--- config.mk ---
export PLATFORM = sky130hd
export DESIGN_NAME = coalescing_job_queue_core
export DESIGN_NICKNAME = d
export VERILOG_FILES = /design/src/design/cjq_pkg.sv /design/src/design/coalescing_job_queue_core.sv /design/src/design/cjq_ctrl.sv /design/src/design/cjq_dpath.sv
export VERILOG_INCLUDE_DIRS = /design/src /design/src/design
export SDC_FILE = /design/constraint.sdc
export NUM_CORES = 2
export LEC_CHECK = 0
export ABC_CLOCK_PERIOD_IN_PS = 9400
export BUFFER_PORTS_ARGS = -buffer_cell sky130_fd_sc_hd__buf_4
export CELL_PAD_IN_SITES_DETAIL_PLACEMENT = 1
export CELL_PAD_IN_SITES_GLOBAL_PLACEMENT = 1
export CORE_ASPECT_RATIO = 1.1
export CORE_MARGIN = 4
export CORE_UTILIZATION = 40
export DETAILED_ROUTE_END_ITERATION = 10
export GPL_TIMING_DRIVEN = 1
export PLACE_DENSITY_LB_ADDON = 0.1
export REMOVE_ABC_BUFFERS = 1
export SETUP_SLACK_MARGIN = 0.02
export SYNTH_ARGS = -nofsm -noshare
export SYNTH_HDL_FRONTEND = slang
export SYNTH_SLANG_ARGS = --single-unit
--- constraint.sdc ---
create_clock -name clk_i -period 9.4 [get_ports clk_i]
set_input_delay 0.47 -clock clk_i [delete_from_list [all_inputs] [get_ports clk_i]]
set_output_delay 0.47 -clock clk_i [all_outputs]
set_load 0.02 [all_outputs]
--- src/design/coalescing_job_queue_core_assert.svh ---
// Assertion macros for the queue RTL, included by the queue core.
`ifndef COALESCING_JOB_QUEUE_CORE_ASSERT_SVH
`define COALESCING_JOB_QUEUE_CORE_ASSERT_SVH

`ifndef SYNTH
// Plain property check, disabled while reset is asserted.
`define CJQ_ASSERT(lbl, clk, rstn, prop, msg) \
  lbl: assert property (@(posedge clk) disable iff (!rstn) (prop)) else $error(msg);
// Condition in one cycle implies a consequence in the next.
`define CJQ_ASSERT_NEXT(lbl, clk, rstn, ante, cons, msg) \
  lbl: assert property (@(posedge clk) disable iff (!rstn) (ante) |=> (cons)) else $error(msg);
`else
`define CJQ_ASSERT(lbl, clk, rstn, prop, msg)
`define CJQ_ASSERT_NEXT(lbl, clk, rstn, ante, cons, msg)
`endif

`endif

--- src/design/cjq_pkg.sv ---
package cjq_pkg;

  localparam int QueueDepth = 16;
  localparam int IdxW       = $clog2(QueueDepth);
  localparam int CntW       = $clog2(QueueDepth + 1);
  localparam int WordW      = 32;
  localparam int DataW      = 3 * WordW;

  // Operation selected by the input word
  typedef enum logic [1:0] {
    MODE_PUSH        = 2'd0,
    MODE_PUSH_UNIQUE = 2'd1,
    MODE_REPLACE     = 2'd2,
    MODE_DRAIN       = 2'd3
  } mode_e;

  // Result status carried with each output word
  typedef enum logic [2:0] {
    ST_APPENDED  = 3'd0,
    ST_REPLACED  = 3'd1,
    ST_DUPLICATE = 3'd2,
    ST_FULL      = 3'd3,
    ST_DRAINED   = 3'd4,
    ST_EMPTY     = 3'd5
  } status_e;

  // Controller to datapath commands
  typedef struct packed {
    logic load_item;
    logic exec_push;
    logic exec_empty;
    logic exec_drain;
  } ctrl_cmd_t;

  // Datapath to controller status
  typedef struct packed {
    logic is_drain;
    logic count_zero;
    logic drain_last;
    logic out_free;
  } dp_stat_t;

endpackage

--- src/design/coalescing_job_queue_core.sv ---
// Coalescing job queue.
// Slave stream: tdata = {job_payload, function_id, creator_id}, tuser = mode
// (push anyway, push unless duplicate, replace or push, drain).
// Master stream: tdata = {out_payload, out_function, out_creator}, tuser = status,
// tlast marks the final word caused by one input word.
// A push runs from accept to result in the output register as follows: at accept the key
// is compared against all stored entries in parallel and the match vector is registered;
// in S_LOOK, once the output register is free, the oldest match is picked and the entry storage updated.
// A drain of n entries passes S_LOOK and then S_DRAIN, which gives one word per cycle while
// the output register is free, oldest entry first; an empty drain gives one word from S_LOOK.
// The next input word is taken once the previous one has loaded its last result,
// even while that result still waits in the output register.
// If the receiver stalls, the output register holds its word and the block stops
// in place until it is taken. Reset empties the queue and clears all valids;
// the block accepts words in the first cycle after reset.
module coalescing_job_queue_core (
  input  logic                      clk_i,
  input  logic                      rst_ni,
  input  logic                      s_axis_tvalid_i,
  output logic                      s_axis_tready_o,
  input  logic [cjq_pkg::DataW-1:0] s_axis_tdata_i,  // creator_id, function_id, job_payload
  input  logic [1:0]                s_axis_tuser_i,  // mode
  output logic                      m_axis_tvalid_o,
  input  logic                      m_axis_tready_i,
  output logic [cjq_pkg::DataW-1:0] m_axis_tdata_o,  // out_creator, out_function, out_payload
  output logic [2:0]                m_axis_tuser_o,  // status
  output logic                      m_axis_tlast_o
);

`include "coalescing_job_queue_core_assert.svh"

  cjq_pkg::ctrl_cmd_t cmd;
  cjq_pkg::dp_stat_t  stat;

  cjq_ctrl u_ctrl (
    .clk_i      (clk_i),
    .rst_ni     (rst_ni),
    .in_valid_i (s_axis_tvalid_i),
    .in_ready_o (s_axis_tready_o),
    .stat_i     (stat),
    .cmd_o      (cmd)
  );

  cjq_dpath u_dpath (
    .clk_i        (clk_i),
    .rst_ni       (rst_ni),
    .cmd_i        (cmd),
    .stat_o       (stat),
    .in_tdata_i   (s_axis_tdata_i),
    .in_tuser_i   (s_axis_tuser_i),
    .out_tvalid_o (m_axis_tvalid_o),
    .out_tready_i (m_axis_tready_i),
    .out_tdata_o  (m_axis_tdata_o),
    .out_tuser_o  (m_axis_tuser_o),
    .out_tlast_o  (m_axis_tlast_o)
  );

  // Checks
  `CJQ_ASSERT(a_cmd_onehot, clk_i, rst_ni, $onehot0({cmd.load_item, cmd.exec_push, cmd.exec_empty, cmd.exec_drain}), "more than one datapath command")
  `CJQ_ASSERT_NEXT(a_busy_after_accept, clk_i, rst_ni, s_axis_tvalid_i && s_axis_tready_o, !s_axis_tready_o, "input accepted while an item is in work")
  `CJQ_ASSERT(a_push_result, clk_i, rst_ni, !(m_axis_tvalid_o && (m_axis_tuser_o == cjq_pkg::ST_APPENDED || m_axis_tuser_o == cjq_pkg::ST_REPLACED || m_axis_tuser_o == cjq_pkg::ST_DUPLICATE || m_axis_tuser_o == cjq_pkg::ST_FULL || m_axis_tuser_o == cjq_pkg::ST_EMPTY)) || (m_axis_tlast_o && m_axis_tdata_o == '0), "single result word without last or with data")
  `CJQ_ASSERT(a_drain_ctrl, clk_i, rst_ni, !cmd.exec_drain || !stat.count_zero, "drain of an empty queue")

endmodule

--- src/design/cjq_ctrl.sv ---
module cjq_ctrl (
  input  logic               clk_i,
  input  logic               rst_ni,
  input  logic               in_valid_i,
  output logic               in_ready_o,
  input  cjq_pkg::dp_stat_t  stat_i,
  output cjq_pkg::ctrl_cmd_t cmd_o
);

  typedef enum logic [2:0] {
    S_IDLE  = 3'b001,
    S_LOOK  = 3'b010,
    S_DRAIN = 3'b100
  } state_e;

  state_e state_q, state_d;

  // Next state and command decode
  always_comb begin
    state_d    = state_q;
    cmd_o      = '0;
    in_ready_o = 1'b0;
    unique case (state_q)
      S_IDLE: begin
        in_ready_o      = 1'b1;
        cmd_o.load_item = in_valid_i;
        if (in_valid_i) state_d = S_LOOK;
      end
      S_LOOK: begin
        if (stat_i.is_drain) begin
          if (!stat_i.count_zero) begin
            state_d = S_DRAIN;
          end else if (stat_i.out_free) begin
            cmd_o.exec_empty = 1'b1;
            state_d          = S_IDLE;
          end
        end else if (stat_i.out_free) begin
          cmd_o.exec_push = 1'b1;
          state_d         = S_IDLE;
        end
      end
      S_DRAIN: begin
        if (stat_i.out_free) begin
          cmd_o.exec_drain = 1'b1;
          if (stat_i.drain_last) state_d = S_IDLE;
        end
      end
      default: state_d = S_IDLE;
    endcase
  end

  always_ff @(posedge clk_i or negedge rst_ni) begin
    if (!rst_ni) begin
      state_q <= S_IDLE;
    end else begin
      state_q <= state_d;
    end
  end

endmodule

--- src/design/cjq_dpath.sv ---
module cjq_dpath (
  input  logic                        clk_i,
  input  logic                        rst_ni,
  input  cjq_pkg::ctrl_cmd_t          cmd_i,
  output cjq_pkg::dp_stat_t           stat_o,
  input  logic [cjq_pkg::DataW-1:0]   in_tdata_i,  // creator_id, function_id, job_payload
  input  logic [1:0]                  in_tuser_i,  // mode
  output logic                        out_tvalid_o,
  input  logic                        out_tready_i,
  output logic [cjq_pkg::DataW-1:0]   out_tdata_o, // out_creator, out_function, out_payload
  output logic [2:0]                  out_tuser_o, // status
  output logic                        out_tlast_o
);

  localparam int W = cjq_pkg::WordW;

  // Entry storage, valid below count_q
  logic [W-1:0] ent_cr_q [cjq_pkg::QueueDepth];
  logic [W-1:0] ent_fn_q [cjq_pkg::QueueDepth];
  logic [W-1:0] ent_pl_q [cjq_pkg::QueueDepth];
  logic [cjq_pkg::CntW-1:0] count_q, count_d;
  logic [cjq_pkg::IdxW-1:0] drain_idx_q, drain_idx_d;

  // Latched item and its key match vector
  cjq_pkg::mode_e                mode_q;
  logic [W-1:0]                  cr_q, fn_q, pl_q;
  logic [cjq_pkg::QueueDepth-1:0] match_q, match_d;

  // Output register
  logic                     out_valid_q, out_valid_d;
  cjq_pkg::status_e         out_status_q, status_d;
  logic [cjq_pkg::DataW-1:0] out_data_q;
  logic                     out_last_q;

  logic                     full, any_hit, app_en, rep_en, drain_last;
  logic [cjq_pkg::IdxW-1:0] hit_idx, app_idx;

  // Parallel key compare against the stored entries
  always_comb begin
    for (int i = 0; i < cjq_pkg::QueueDepth; i++) begin
      match_d[i] = (cjq_pkg::CntW'(i) < count_q)
                && (ent_cr_q[i] == in_tdata_i[W-1:0])
                && (ent_fn_q[i] == in_tdata_i[2*W-1:W]);
    end
  end

  // Oldest matching entry
  always_comb begin
    hit_idx = '0;
    for (int i = cjq_pkg::QueueDepth - 1; i >= 0; i--) begin
      if (match_q[i]) hit_idx = cjq_pkg::IdxW'(i);
    end
  end

  assign any_hit    = |match_q;
  assign full       = (count_q == cjq_pkg::CntW'(cjq_pkg::QueueDepth));
  assign app_idx    = count_q[cjq_pkg::IdxW-1:0];
  assign drain_last = ((cjq_pkg::CntW'(drain_idx_q) + cjq_pkg::CntW'(1)) == count_q);

  // Push outcome
  always_comb begin
    app_en   = 1'b0;
    rep_en   = 1'b0;
    status_d = cjq_pkg::ST_APPENDED;
    if (mode_q != cjq_pkg::MODE_PUSH && any_hit) begin
      if (mode_q == cjq_pkg::MODE_PUSH_UNIQUE) begin
        status_d = cjq_pkg::ST_DUPLICATE;
      end else begin
        status_d = cjq_pkg::ST_REPLACED;
        rep_en   = 1'b1;
      end
    end else if (full) begin
      status_d = cjq_pkg::ST_FULL;
    end else begin
      app_en = 1'b1;
    end
  end

  // Count and drain pointer
  always_comb begin
    count_d     = count_q;
    drain_idx_d = drain_idx_q;
    if (cmd_i.load_item) drain_idx_d = '0;
    if (cmd_i.exec_push && app_en) count_d = count_q + cjq_pkg::CntW'(1);
    if (cmd_i.exec_drain) begin
      if (drain_last) begin
        count_d     = '0;
        drain_idx_d = '0;
      end else begin
        drain_idx_d = drain_idx_q + cjq_pkg::IdxW'(1);
      end
    end
  end

  always_comb begin
    out_valid_d = out_valid_q;
    if (out_tready_i) out_valid_d = 1'b0;
    if (cmd_i.exec_push || cmd_i.exec_empty || cmd_i.exec_drain) out_valid_d = 1'b1;
  end

  always_ff @(posedge clk_i or negedge rst_ni) begin
    if (!rst_ni) begin
      count_q     <= '0;
      drain_idx_q <= '0;
      out_valid_q <= 1'b0;
    end else begin
      count_q     <= count_d;
      drain_idx_q <= drain_idx_d;
      out_valid_q <= out_valid_d;
    end
  end

  // Item latch and entry writes
  always_ff @(posedge clk_i) begin
    if (cmd_i.load_item) begin
      mode_q  <= cjq_pkg::mode_e'(in_tuser_i);
      cr_q    <= in_tdata_i[W-1:0];
      fn_q    <= in_tdata_i[2*W-1:W];
      pl_q    <= in_tdata_i[3*W-1:2*W];
      match_q <= match_d;
    end
    if (cmd_i.exec_push && app_en) begin
      ent_cr_q[app_idx] <= cr_q;
      ent_fn_q[app_idx] <= fn_q;
      ent_pl_q[app_idx] <= pl_q;
    end
    if (cmd_i.exec_push && rep_en) ent_pl_q[hit_idx] <= pl_q;
  end

  // Output word load
  always_ff @(posedge clk_i) begin
    if (cmd_i.exec_push) begin
      out_status_q <= status_d;
      out_data_q   <= '0;
      out_last_q   <= 1'b1;
    end else if (cmd_i.exec_empty) begin
      out_status_q <= cjq_pkg::ST_EMPTY;
      out_data_q   <= '0;
      out_last_q   <= 1'b1;
    end else if (cmd_i.exec_drain) begin
      out_status_q <= cjq_pkg::ST_DRAINED;
      out_data_q   <= {ent_pl_q[drain_idx_q], ent_fn_q[drain_idx_q], ent_cr_q[drain_idx_q]};
      out_last_q   <= drain_last;
    end
  end

  assign stat_o.is_drain   = (mode_q == cjq_pkg::MODE_DRAIN);
  assign stat_o.count_zero = (count_q == '0);
  assign stat_o.drain_last = drain_last;
  assign stat_o.out_free   = !out_valid_q || out_tready_i;

  assign out_tvalid_o = out_valid_q;
  assign out_tdata_o  = out_data_q;
  assign out_tuser_o  = out_status_q;
  assign out_tlast_o  = out_last_q;

endmodule

## Word level (Yosys, flattened, before mapping)

Memory sizes are Yosys's and may differ from the RTL's. A register that Yosys moved wholly into a read port is not among the register bits.
Cells that the tools add are included.
W data, S select, Z words.

- Add/subtract/negate cells: 3
- $mul: 0
- Divide/modulo/power cells: 0
- $lt $le $gt $ge: 16
- Equality and inequality tests: 42
- Shift operators: 0
- Mux-type cells: 56
- Bitwise logic cells: 0
- Reductions and logical operators: 48

Operators with widths:

| operator | number |
|---|---|
| $eq A32 B32 Y1 | 32 |
| $mux W4 | 20 |
| $lt A4 B5 Y1 const A | 8 |
| $logic_and A1 B1 Y1 | 35 |
| $mux W32 | 1 |
| $reduce_or A32 Y1 | 1 |
| $mux W3 | 10 |
| $lt A3 B5 Y1 const A | 4 |
| $mux W1 | 18 |
| $reduce_or A16 Y1 | 1 |
| $mux W5 | 3 |
| $lt A1 B5 Y1 const A | 2 |
| $lt A2 B5 Y1 const A | 2 |
| $pmux W3 S3 | 1 |
| $mux W2 | 3 |
| $reduce_bool A2 Y1 | 3 |
| $add A4 B1 Y5 const B | 1 |
| $add A5 B1 Y5 const B | 1 |
| $eq A5 B5 Y1 | 1 |
| $eq A5 B5 Y1 const B | 1 |
| $logic_not A5 Y1 | 1 |
| $add A4 B1 Y4 const B | 1 |
| $ne A2 B2 Y1 const B | 2 |
| $eq A3 B1 Y1 const B | 1 |
| 10 further kinds | 12 |

- Flip-flop bits (word level): 131
- Latch bits: 0
- RAM bits: 1536
- Bits in read-only memories: 0
- Input port bits: 102
- Output and inout port bits: 102
- Memories kept: 3

Memories:

| memory | depth | width | rd ports | clocked after memory_dff | wr ports | line | text |
|---|---|---|---|---|---|---|---|
| u_dpath.ent_cr_q | 16 | 32 | 17 | 1 | 1 | cjq_dpath.sv:18 | `logic [W-1:0] ent_cr_q [cjq_pkg::QueueDepth];` |
| u_dpath.ent_fn_q | 16 | 32 | 17 | 1 | 1 | cjq_dpath.sv:19 | `logic [W-1:0] ent_fn_q [cjq_pkg::QueueDepth];` |
| u_dpath.ent_pl_q | 16 | 32 | 1 | 1 | 1 | cjq_dpath.sv:20 | `logic [W-1:0] ent_pl_q [cjq_pkg::QueueDepth];` |

## Depth between registers and ports, before layout

- Depth after elaboration: 17
- Gate-level depth with buffers: 9

## Cells and area by module

A second synthesis with hierarchy kept.

- Cells, all modules: 4548
- Area, all modules: 77603.2 um^2

By module, submodules not included:

| module | times used | cells an instance | area an instance (um^2) |
|---|---|---|---|
| cjq_dpath | 1 | 4524 | 77404.2 |
| cjq_ctrl | 1 | 24 | 198.9 |

## Worst setup path before layout

OpenSTA, ideal clock, no wires.

- Path kind: register to register
- Start: reg u_dpath.match_q[5] (netlist name)
- End: mem u_dpath.ent_cr_q[0][0] (netlist name) (enable)
- Setup time: 0.565 ns
- Arrival time: 6.085 ns
- Data required time: 8.835 ns
- Slack: 2.750 ns
- Cell stages (with the launch flop): 7
- Buffers on the path: 0
- Clock period less this slack: 6.650 ns
- Cell sequence: edfxtp_1 nor4_2 nand4_2 maj3_2 nor3_4 nand2_1 nor3_1

- Longest elaborated chain between the ends: 6

RTL lines:

| item | line | text |
|---|---|---|
| start: declaration | cjq_dpath.sv:27 | `logic [cjq_pkg::QueueDepth-1:0] match_q, match_d;` |
| start signal: assignment | cjq_dpath.sv:120 | `match_q <= match_d;` |
| $reduce_or A16 Y1 | cjq_dpath.sv:55 | `assign any_hit = \|match_q;` |
| $logic_and A1 B1 Y1 | cjq_dpath.sv:65 | `if (mode_q != cjq_pkg::MODE_PUSH && any_hit) begin` |
| $mux W1 | cjq_dpath.sv:65 |  |
| $logic_and A1 B1 Y1 | cjq_dpath.sv:122 | `if (cmd_i.exec_push && app_en) begin` |
| $mux W1 | cjq_dpath.sv:122 |  |
| $mux W1 (not written as such) | cjq_dpath.sv:123 | `ent_cr_q[app_idx] <= cr_q;` |
| end: declaration | cjq_dpath.sv:18 |  |

Every way passes these cells.

## Worst setup path after layout

- Start: reg u_dpath.match_q[3] (netlist name)
- End: mem u_dpath.ent_fn_q[3][26] (netlist name) (enable)

- Longest elaborated chain between the ends: 6

RTL lines:

| item | line | text |
|---|---|---|
| $reduce_or A16 Y1 | cjq_dpath.sv:55 |  |
| $logic_and A1 B1 Y1 | cjq_dpath.sv:65 |  |
| $mux W1 | cjq_dpath.sv:65 |  |
| $logic_and A1 B1 Y1 | cjq_dpath.sv:122 |  |
| $mux W1 | cjq_dpath.sv:122 |  |
| $mux W1 (not written as such) | cjq_dpath.sv:124 | `ent_fn_q[app_idx] <= fn_q;` |
| end: declaration | cjq_dpath.sv:19 |  |

Every way passes these cells.

==> results.py <==
metrics = {
    "clock_tree": {
        "post-cts-setup-buffers": 0,
        "clock_latency_ns": 0.87,
        "clockBufferDepth": 3,
        "clockRootBuffer": "clkbuf_16",
        "cts_buffers": 190,
        "hold_buffers": 74,
        "clk_pin_slew_ns": 0.07,
        "h-tree-depth": 4,
        "clock_sinks": 1763,
        "cts_tree": "done",
        "cts-resized-gates": 0,
    },
    "worst_setup_path": {
        "arrival_ns": 4.88,
        "cpPeakStageDelay_ns": 0.73,
        "cp_max_fo": 35,
        "endpoint_kind": "register",
        "path_cells": "nor4_2 -> nand4_2 -> maj3_2 -> nand3b_1 -> nor3_2 -> buf_4 -> buf_4",
        "cpMostUsedCell": "buf_4",
        "criticalPathCategory": "register to register",
        "required_ns": 9.85,
        "cpMaxStageDelayCell": "buf_4",
        "cp.buffers_inverters": 2,
        "cp-start-kind": "register",
        "cpLargestDelayFamily": "simple AND/OR/NAND/NOR gates",
    },
    "layout": {
        "layout_commonest_cell": "edfxtp_1",
        "final_util_pct": 46.35,
        "final_cell_mix": "edfxtp_1, xnor2_1, mux4_2, xor2_1, buf_4",
        "syn_to_final_growth_pct": 15.29,
        "drive_gt1_share_pct": 23.44,
        "fin_area_mm2": 0.08939,
        "num-nets-final": 4854,
    },
    "logic_synthesis": {
        "synth_xor_area_share_pct": 10.75,
        "synth_top_area_cell": "edfxtp_1",
        "synth.area.mux_share_pct": 13.96,
        "synthArstFlopShare_pct": 0.7374,
        "yosys.area_share.simple_pct": 5.066,
        "synth-compound-area-share_pct": 1.278,
        "synth_top_family_by_area": "multiplexers",
        "yosysWarnings": 0,
        "synthTopCellsByArea": "edfxtp_1, mux4_2, xnor2_1",
        "synth-edff-count": 1653,
        "synth_flop_cell": "edfxtp_1",
        "syn_area_mm2": 0.07753,
        "syn_inst": 4438,
        "ys_ff_latch": 1763,
        "yosysSeqAreaShare_pct": 66.95,
        "synth-adder-area-share_pct": 0.09521,
        "syn_area_per_cell_um2": 17.47,
        "synth.distinct_cells": 67,
        "yosysTopAreaCellShare_pct": 64.02,
    },
    "drt": {
        "drt_iter0_drc": 6633,
        "vias_per_cell": 6.244,
        "drc": 0,
        "via_count": 46820,
        "wirelength_um": 357400,
        "drt-pass1-iter-count": 5,
        "wl_per_cell_um": 47.67,
        "ant_nets": 0,
    },
    "global_route": {
        "track_usage_pct": 35.31,
        "grt_max_degree": 133,
        "grt_pass1_wl_um": 464100,
        "grt_overflow_total": 0,
        "grt_pass1_vias": 46190,
        "antenna_found_initial": 36,
    },
    "placement": {
        "globalplace.congestion": 1.081,
        "place_area_mm2": 0.08230,
        "pre_cts_slack_ns": 5.066,
        "numPortBuffers": 203,
        "dp_hpwl_um": 258100,
    },
    "die": {
        "ios": 204,
        "die_area_mm2": 0.2009,
        "num_rows": 169,
        "start_util_pct": 40.20,
        "die_w_um": 427.8,
        "core_area_mm2": 0.1928,
        "die_height_um": 469.8,
    },
    "status": {
        "status": "complete, but fails checks",
        "violations": "capacitance limit",
    },
    "sta": {
        "rsz0062_at_grt": "no",
        "fin_skew_ns": 0.04460,
        "timing.final.crit_share_pct": 47.10,
        "fin_ws_ns": 4.972,
        "worst_pin_slew_ns": 1.477,
        "setup_viol": 0,
        "tns_ns": 0,
        "drv_slew": 0,
        "timing.slew.headroom_pct": 0.6166,
        "hold_viol": 0,
        "fmax_ghz": 0.2258,
        "post-route-min-period_ns": 4.428,
    },
    "pwr": {
        "power_density_mw_per_mm2": 211.9,
        "max-vdd-ir-drop_mv": 0.1583,
        "leakagePower_nw": 28.09,
        "totalPowerFinal_mw": 18.94,
    },
    "min_path": {
        "min_path_type": "input pin to register",
    },
    "flow_run": {
        "drv_cap": 2,
    },
}
cell type report:
type | count | area [um2]
diodes | 23 | 57.56
clock buffers | 273 | 5419
clock inverters | 82 | 868.3
fillers | 18270 | 103500
inverters | 72 | 270.3
multi-input cells | 2325 | 24460
flip-flops and latches | 1763 | 51920
well taps | 2565 | 3209
repair buffers | 395 | 3186
power breakdown:
part / internal (mW) / switching, mW / total (mW) / leakage (nW)
combinational: 0.511 / 1.19 / 1.70 / 9.17
clock: 4.40 / 3.25 / 7.65 / 3.06
sequential: 9.13 / 0.459 / 9.59 / 15.9
metrics by stage:
stage / hold slack (ns) / instances
5_1_grt: 0.03351 / 7476
6_report: 0.05854 / 7498
4_1_cts: 0.002815 / 7475
3_3_place_gp: 0.3371 / 7045
3_5_place_dp: 0.3391 / 7046
2_1_floorplan: 0.1744 / 4160
layer usage:
metal	wire [um]	global-route usage, %
met2	163800	54.00
met1	136600	45.29
met4	29380	24.14
met3	27480	7.235
met5	197	0
Yosys cell counts (16+ instances only):
master,count
a21oi_1,16
a221oi_1,17
buf_1,34
buf_2,62
clkbuf_1,164
dfxtp_1,97
edfxtp_1,1653
inv_1,72
mux4_2,480
nand2_1,221
nand3_1,122
nand4_1,147
nor2_1,39
nor3_1,40
nor4_1,153
o22ai_1,30
xnor2_1,498
xor2_1,452
logic make-up (layout without fill, tap and decap cells):
family / count (synthesis) / after routing
flip-flops: 1763 / 1763
XOR/XNOR: 951 / 951
AND/OR/NAND/NOR: 755 / 755
multiplexers: 481 / 481
buffers and inverters: 350 / 822
AO/OA/AOI/OAI: 132 / 132
adder cells (fa/ha/maj): 6 / 6
other: 0 / 23
worst register-to-register path: cells and delay by family, from the launching register on:
family	cells	cell delay (ns)
buffers and inverters	2	1.45
and+or+nand+nor	4	1.39
adders and majority gates	1	0.46
DFF	1	0.57
flip-flops by register name (all words and copies together), names as in the netlist:
name / flops
u_dpath.out_tdata_o: 96
u_dpath.mode_q: 2
u_dpath.out_tlast_o: 1
u_dpath.ent_pl_q: 512
u_dpath.out_tvalid_o: 1
u_dpath.fn_q: 32
u_dpath.out_tuser_o: 3
u_dpath.cr_q: 32
u_dpath.pl_q: 32
u_dpath.ent_cr_q: 512
u_dpath.drain_idx_q: 4
u_dpath.ent_fn_q: 512
u_ctrl.state_q: 3
u_dpath.match_q: 16
u_dpath.count_q: 5
final timing paths:
check                                   startpoint                       to  slack, ns  cells after the start
max                             u_dpath.match_q[3]  u_dpath.ent_fn_q[3][26]       4.97                      7
min                             s_axis_tdata_i[62]         u_dpath.fn_q[30]       0.06                      1
max reg2reg                     u_dpath.match_q[3]  u_dpath.ent_fn_q[3][26]       4.97                      7
min reg2reg                u_dpath.out_tdata_o[77]  u_dpath.out_tdata_o[77]       0.45                      2
max in group asynchronous                   rst_ni   u_dpath.drain_idx_q[2]       8.07                      3
min in group asynchronous                   rst_ni        u_ctrl.state_q[0]       0.13                      2
Power figures use the tool's default switching activity.
